### config.mk
export PLATFORM = sky130hd
export DESIGN_NAME = kwc_ctrl
export DESIGN_NICKNAME = d
export VERILOG_FILES = /design/src/rtl/core/kwc_pkg.sv /design/src/rtl/core/kwc_ctrl.sv
export VERILOG_INCLUDE_DIRS = /design/src /design/src/rtl/core
export SDC_FILE = /design/constraint.sdc
export NUM_CORES = 1
export LEC_CHECK = 0
export BUFFER_PORTS_ARGS = -buffer_cell sky130_fd_sc_hd__clkbuf_2
export CAP_MARGIN = 25
export CORE_AREA = 2 2 39 41
export CTS_BUF_LIST = sky130_fd_sc_hd__clkbuf_16
export DETAILED_ROUTE_END_ITERATION = 10
export DIE_AREA = 0 0 41 43
export GPL_TIMING_DRIVEN = 0
export PLACE_DENSITY_LB_ADDON = 0.15
export SYNTH_ARGS = -nofsm -noshare
export SYNTH_HDL_FRONTEND = slang
export SYNTH_SLANG_ARGS = --single-unit
### constraint.sdc
create_clock -name clk -period 2.18 [get_ports clk]
set_input_delay 0.545 -clock clk [delete_from_list [all_inputs] [get_ports clk]]
set_output_delay 0.545 -clock clk [all_outputs]
set_load 0.01 [all_outputs]
### src/rtl/core/kmer_window_counter_macros.svh
// Assertion macros for the k-mer window counter
`ifndef KMER_WINDOW_COUNTER_MACROS_SVH
`define KMER_WINDOW_COUNTER_MACROS_SVH
// antecedent implies consequent in the same cycle
`define KWC_ASSERT_IMP(label, ante, cons) \
  label: assert property (@(posedge clk) disable iff (rst) (ante) |-> (cons)) \
    else $error("kwc check failed");
// antecedent implies consequent in the next cycle
`define KWC_ASSERT_NEXT(label, ante, cons) \
  label: assert property (@(posedge clk) disable iff (rst) (ante) |=> (cons)) \
    else $error("kwc check failed");
`endif

### src/rtl/core/kwc_pkg.sv
// ----------------------------------------------------------------------------
// kwc_pkg
// Shared types and constants of the k-mer window counter.
// ----------------------------------------------------------------------------
`default_nettype none
package kwc_pkg;
  localparam int unsigned KeyW = 64;
  localparam int unsigned CountW = 32;
  localparam logic [7:0] ChSpace = 8'h20;
  localparam logic [7:0] ChCr = 8'h0D;
  localparam logic [7:0] ChLf = 8'h0A;
  localparam logic [7:0] ChLowA = 8'h61;
  localparam logic [7:0] ChLowZ = 8'h7A;
  localparam logic [7:0] ChUpA = 8'h41;
  localparam logic [63:0] HashMul = 64'h9E3779B97F4A7C15;

  typedef struct packed {
    logic start;
    logic load_key;
    logic hash_lo;
    logic hash_hi;
    logic hash_fin;
    logic rd;
    logic probe_next;
    logic wr_new;
    logic wr_inc;
    logic out_load;
    logic out_full;
  } cmd_t;

  typedef struct packed {
    logic clearing_done;
    logic emit;
    logic hit_free;
    logic hit_match;
    logic probes_done;
    logic table_full;
  } stat_t;
endpackage
`default_nettype wire

### src/rtl/core/kwc_ctrl.sv
// ----------------------------------------------------------------------------
// kwc_ctrl
// Sequencer: window step, hash, probe, update, result handoff.
// ----------------------------------------------------------------------------
`default_nettype none
module kwc_ctrl
  import kwc_pkg::*;
(
  input  wire logic clk,
  input  wire logic rst,
  input  wire logic in_valid,
  output logic in_ready,
  output logic out_valid,
  input  wire logic out_ready,
  input  wire stat_t stat,
  output cmd_t cmd
);
`include "kmer_window_counter_macros.svh"
  localparam logic [2:0] S_IDLE = 3'd0;
  localparam logic [2:0] S_KEY = 3'd1;
  localparam logic [2:0] S_HA = 3'd2;
  localparam logic [2:0] S_HB = 3'd3;
  localparam logic [2:0] S_RD = 3'd4;
  localparam logic [2:0] S_CMP = 3'd5;

  logic [2:0] state, state_next;
  logic out_busy;
  logic emit_cycle;

  assign in_ready = (state == S_IDLE) && stat.clearing_done && (!out_busy || out_ready);
  assign out_valid = out_busy;

  always_comb begin
    cmd = '0;
    state_next = state;
    emit_cycle = 1'b0;
    unique case (state)
      S_IDLE: begin
        if (in_valid && in_ready) begin
          cmd.start = 1'b1;
          state_next = S_KEY;
        end
      end
      S_KEY: begin
        if (stat.emit) begin
          cmd.load_key = 1'b1;
          state_next = S_HA;
        end else begin
          state_next = S_IDLE;
        end
      end
      S_HA: begin
        cmd.hash_lo = 1'b1;
        cmd.hash_hi = 1'b1;
        state_next = S_HB;
      end
      S_HB: begin
        cmd.hash_fin = 1'b1;
        state_next = S_RD;
      end
      S_RD: begin
        cmd.rd = 1'b1;
        state_next = S_CMP;
      end
      S_CMP: begin
        if (stat.hit_free && !stat.table_full) begin
          cmd.wr_new = 1'b1;
          emit_cycle = 1'b1;
        end else if (stat.hit_match) begin
          cmd.wr_inc = 1'b1;
          emit_cycle = 1'b1;
        end else if (stat.probes_done) begin
          cmd.out_full = 1'b1;
          emit_cycle = 1'b1;
        end else begin
          cmd.probe_next = 1'b1;
          state_next = S_RD;
        end
        if (emit_cycle) begin
          cmd.out_load = 1'b1;
          state_next = S_IDLE;
        end
      end
      default: state_next = S_IDLE;
    endcase
  end

  always_ff @(posedge clk) begin
    if (rst) begin
      state <= S_IDLE;
      out_busy <= 1'b0;
    end else begin
      state <= state_next;
      if (cmd.out_load) out_busy <= 1'b1;
      else if (out_ready) out_busy <= 1'b0;
    end
  end

  `KWC_ASSERT_IMP(a_ready_idle, in_ready, state == S_IDLE)
  `KWC_ASSERT_NEXT(a_start_key, cmd.start, state == S_KEY)
  `KWC_ASSERT_NEXT(a_load_valid, cmd.out_load, out_valid)
  `KWC_ASSERT_IMP(a_one_write, cmd.wr_new, !cmd.wr_inc)
endmodule
`default_nettype wire

==> flow_summary_export.csv <==
group,metric,value,unit
floorplanning,ios,23,
min_path,min_path_type,"reg -> reg",
synthesis,syn_area,304,um^2
floorplanning,die_h,43,um
floorplanning,std_cell_rows,14,
sta,fmax,0.517,GHz
clock_tree,ctsHoldBuffers,0,
global_routing,grt.total_usage,10.9,%
clock_tree,cts_setup_buffers,0,
floorplanning,initial_utilization,22.0,%
route,first_pass_iters,4,
layout,final_area,509,um^2
place,globalplace.congestion,0.656,
synthesis,synthArstFlopShare,0,%
global_routing,grt_max_degree,11,
sta,fin_crit_sh,88.7,%
route,routed-via-count,360,
sta,fin_skew,0.000966,ns
synthesis,yosysWarnings,0,
synthesis,synth_fp_nets,46,
min_path,whs_path_depth,2,
synthesis,synth_edf_count,0,
layout,ff_latch_area,80.1,um^2
route,routed_wl,754,um
layout,layout-drive-gt1-share,54.1,%
place,place_area,434,um^2
synthesis,synth_top_cell_by_area,"dfxtp_1",
layout,fillers,155,
sta,fin_ws,0.246,ns
layout,finalNetCount,73,
setup_path,worst-path-buf-inv,3,
floorplanning,die_x,41,um
setup_path,critPathMaxStageDelay,0.39,ns
sta,min_period,1.93,ns
setup_path,crit_type,"in -> out",
clock_tree,clk_latency,0.22,ns
layout,instances_no_fill,77,
pwr,powerDensity,795,mW/mm^2
sta,setup_viol,0,
route,avgViaCountPerCell,4.68,
clock_tree,cts_made_buffers,3,
setup_path,rr_worst_depth,4,
setup_path,critical_path.most_common_cell,"clkbuf_2",
sta,final_max_slew_viol_count,0,
place,dp_slack,0.229,ns
synthesis,synthTopCellsByArea,"dfxtp_1 26%, nor3b_1 7.4%, nor3_1 6.6%",
synthesis,ys_types,21,
setup_path,end_kind,"output pin",
synthesis,syn_inst,36,
setup_path,cp_top_family,"compound AO/OA/AOI/OAI gates",
setup_path,worst-path-stages,5,
layout,multiInputGateArea,190,um^2
clock_tree,cts_sinks,4,
floorplanning,dieArea,0.00176,mm^2
setup_path,critPathArrivalTime,1.39,ns
route,routedWlPerCell,9.79,um
route,drc,0,
synthesis,synth.top_cell.area_share,26.3,%
layout,syn_to_final_growth,67.5,%
global_routing,antenna_found_initial,0,
clock_tree,cts_htree_levels,1,
sta,rsz0062_at_grt,"no",
synthesis,synthTopCellsByCount,"4 x dfxtp_1, 4 x nor3_1, 3 x nand2_1, 3 x nor3b_1",
place,dp.cells,74,
sta,max_slew_margin,71.9,%
global_routing,grt_pass1_wl,1120,um
synthesis,ys_ff_latch,4,
setup_path,critPathRequiredTime,1.63,ns
synthesis,ys_seq_area_share,26.3,%
route,drt_iter0_drc,1,
clock_tree,cts.clk_slew.worst_paths,0.03,ns
global_routing,grt_pass1_vias,310,
sta,worst_pin_slew,0.417,ns
clock_tree,cts_root_buffer,"clkbuf_16",
pwr,p_leak,0.249,nW
layout,antenna_cells,0,
setup_path,crit_chain,"clkbuf_2, nor2b_1, o311ai_0, inv_1, clkbuf_2",
sta,hold_viol,0,
clock_tree,cts_tree,"yes",
pwr,ir_drop,350,uV
global_routing,grt_overflow,0,
setup_path,start_kind,"primary input",
floorplanning,core_area,0.00138,mm^2
route,ant_nets,0,
clock_tree,clock_path_buffers,2,
flow_run,maxCapViolCount,0,
place,port_buffers,22,
setup_path,cp_slowest_cell,"o311ai_0",
synthesis,yosys_most_used_dff,"dfxtp_1",
clock_tree,post_cts_resized,0,
setup_path,crit_fanout,6,
sta,setup_tns,0,ns
synthesis,avgSynthCellArea,8.45,um^2
run_status,status,"finished, final reports clean",
[sequential cells by signal, indices dropped and copies added, names as in the netlist]
signal     cells
state          3
out_valid      1
[metrics by stage]
| step | hold slack, ns | power [mW] | utilization (%) |
|---|---|---|---|
| after global routing | 0.543 | 0.421 | 36.8 |
| final | 0.529 | 0.405 | 36.8 |
| after global placement | 0.530 | 0.122 | 31.4 |
| after detailed placement | 0.527 | 0.121 | 31.4 |
| after floorplan | 0.510 | 0.103 | - |
| after CTS | 0.531 | 0.411 | 36.8 |
[per-layer routing]
| layer | part of all wire, % | routed length (um) | up-vias | track usage (%) |
|---|---|---|---|---|
| li1 | - | - | 182 | - |
| met1 | 38 | 288 | 155 | 9.62 |
| met2 | 46 | 345 | 18 | 14.4 |
| met3 | 11 | 83 | 5 | 6.28 |
| met4 | 5.0 | 38 | 0 | 14.0 |
| met5 | 0 | 0 | - | 0 |
[path summary, 6_finish.rpt]
kind	slack, ns	start	end
worst min register to register	0.53	state[2]$_SDFFE_PP0P_	state[1]$_SDFFE_PP0P_
worst min-delay path	0.53	state[2]$_SDFFE_PP0P_	state[1]$_SDFFE_PP0P_
worst max register to register	0.93	state[2]$_SDFFE_PP0P_	state[2]$_SDFFE_PP0P_
worst max-delay path	0.25	stat[3]	cmd[1]
[final cells by class]
class	instances	share of cell area, %
flip-flops and latches	4	15.7
multi-input cells	27	37.3
well taps	16	3.93
repair buffers	22	21.6
clock buffers	3	14.7
plain buffers	4	5.90
inverters	1	0.737
[power breakdown]
part | switching [mW] | total [mW] | leakage, nW | internal [mW]
clock network | 0.0503 | 0.285 | 0.0370 | 0.234
logic | 0.0219 | 0.0430 | 0.179 | 0.0211
registers | 0.000922 | 0.0772 | 0.0324 | 0.0763
total | 0.0732 | 0.405 | 0.249 | 0.332
[logic make-up (layout without fill, tap and decap cells)]
kind of cell / Yosys count / count (layout) / synth area share, %
buffers and inverters: 5 / 30 / 11.1
AND/OR/NAND/NOR: 21 / 21 / 46.9
multiplexers: 1 / 1 / 3.70
AO/OA/AOI/OAI: 5 / 5 / 11.9
flip-flops: 4 / 4 / 26.3
[worst register-to-register path, stage by stage (launching register included)]
cell     delay, ns
dfxtp_1       0.31
buf_6         0.12
nor2b_4       0.17
or4b_1        0.44
a21oi_1       0.14
[layout by cell type (no fill, tap or decap), drive strengths merged]
cell     count
and3b        1
or4b         1
nand2        3
a21oi        2
dfxtp        4
nor2         1
buf          3
and3         2
nor4b        2
o311ai       1
inv          1
a311oi       1
nand2b       1
clkbuf      26
nor3b        3
a2111oi      1
nor2b        3
mux2         1
nor3         4
Note: power is estimated with default switching activity, not from simulation.
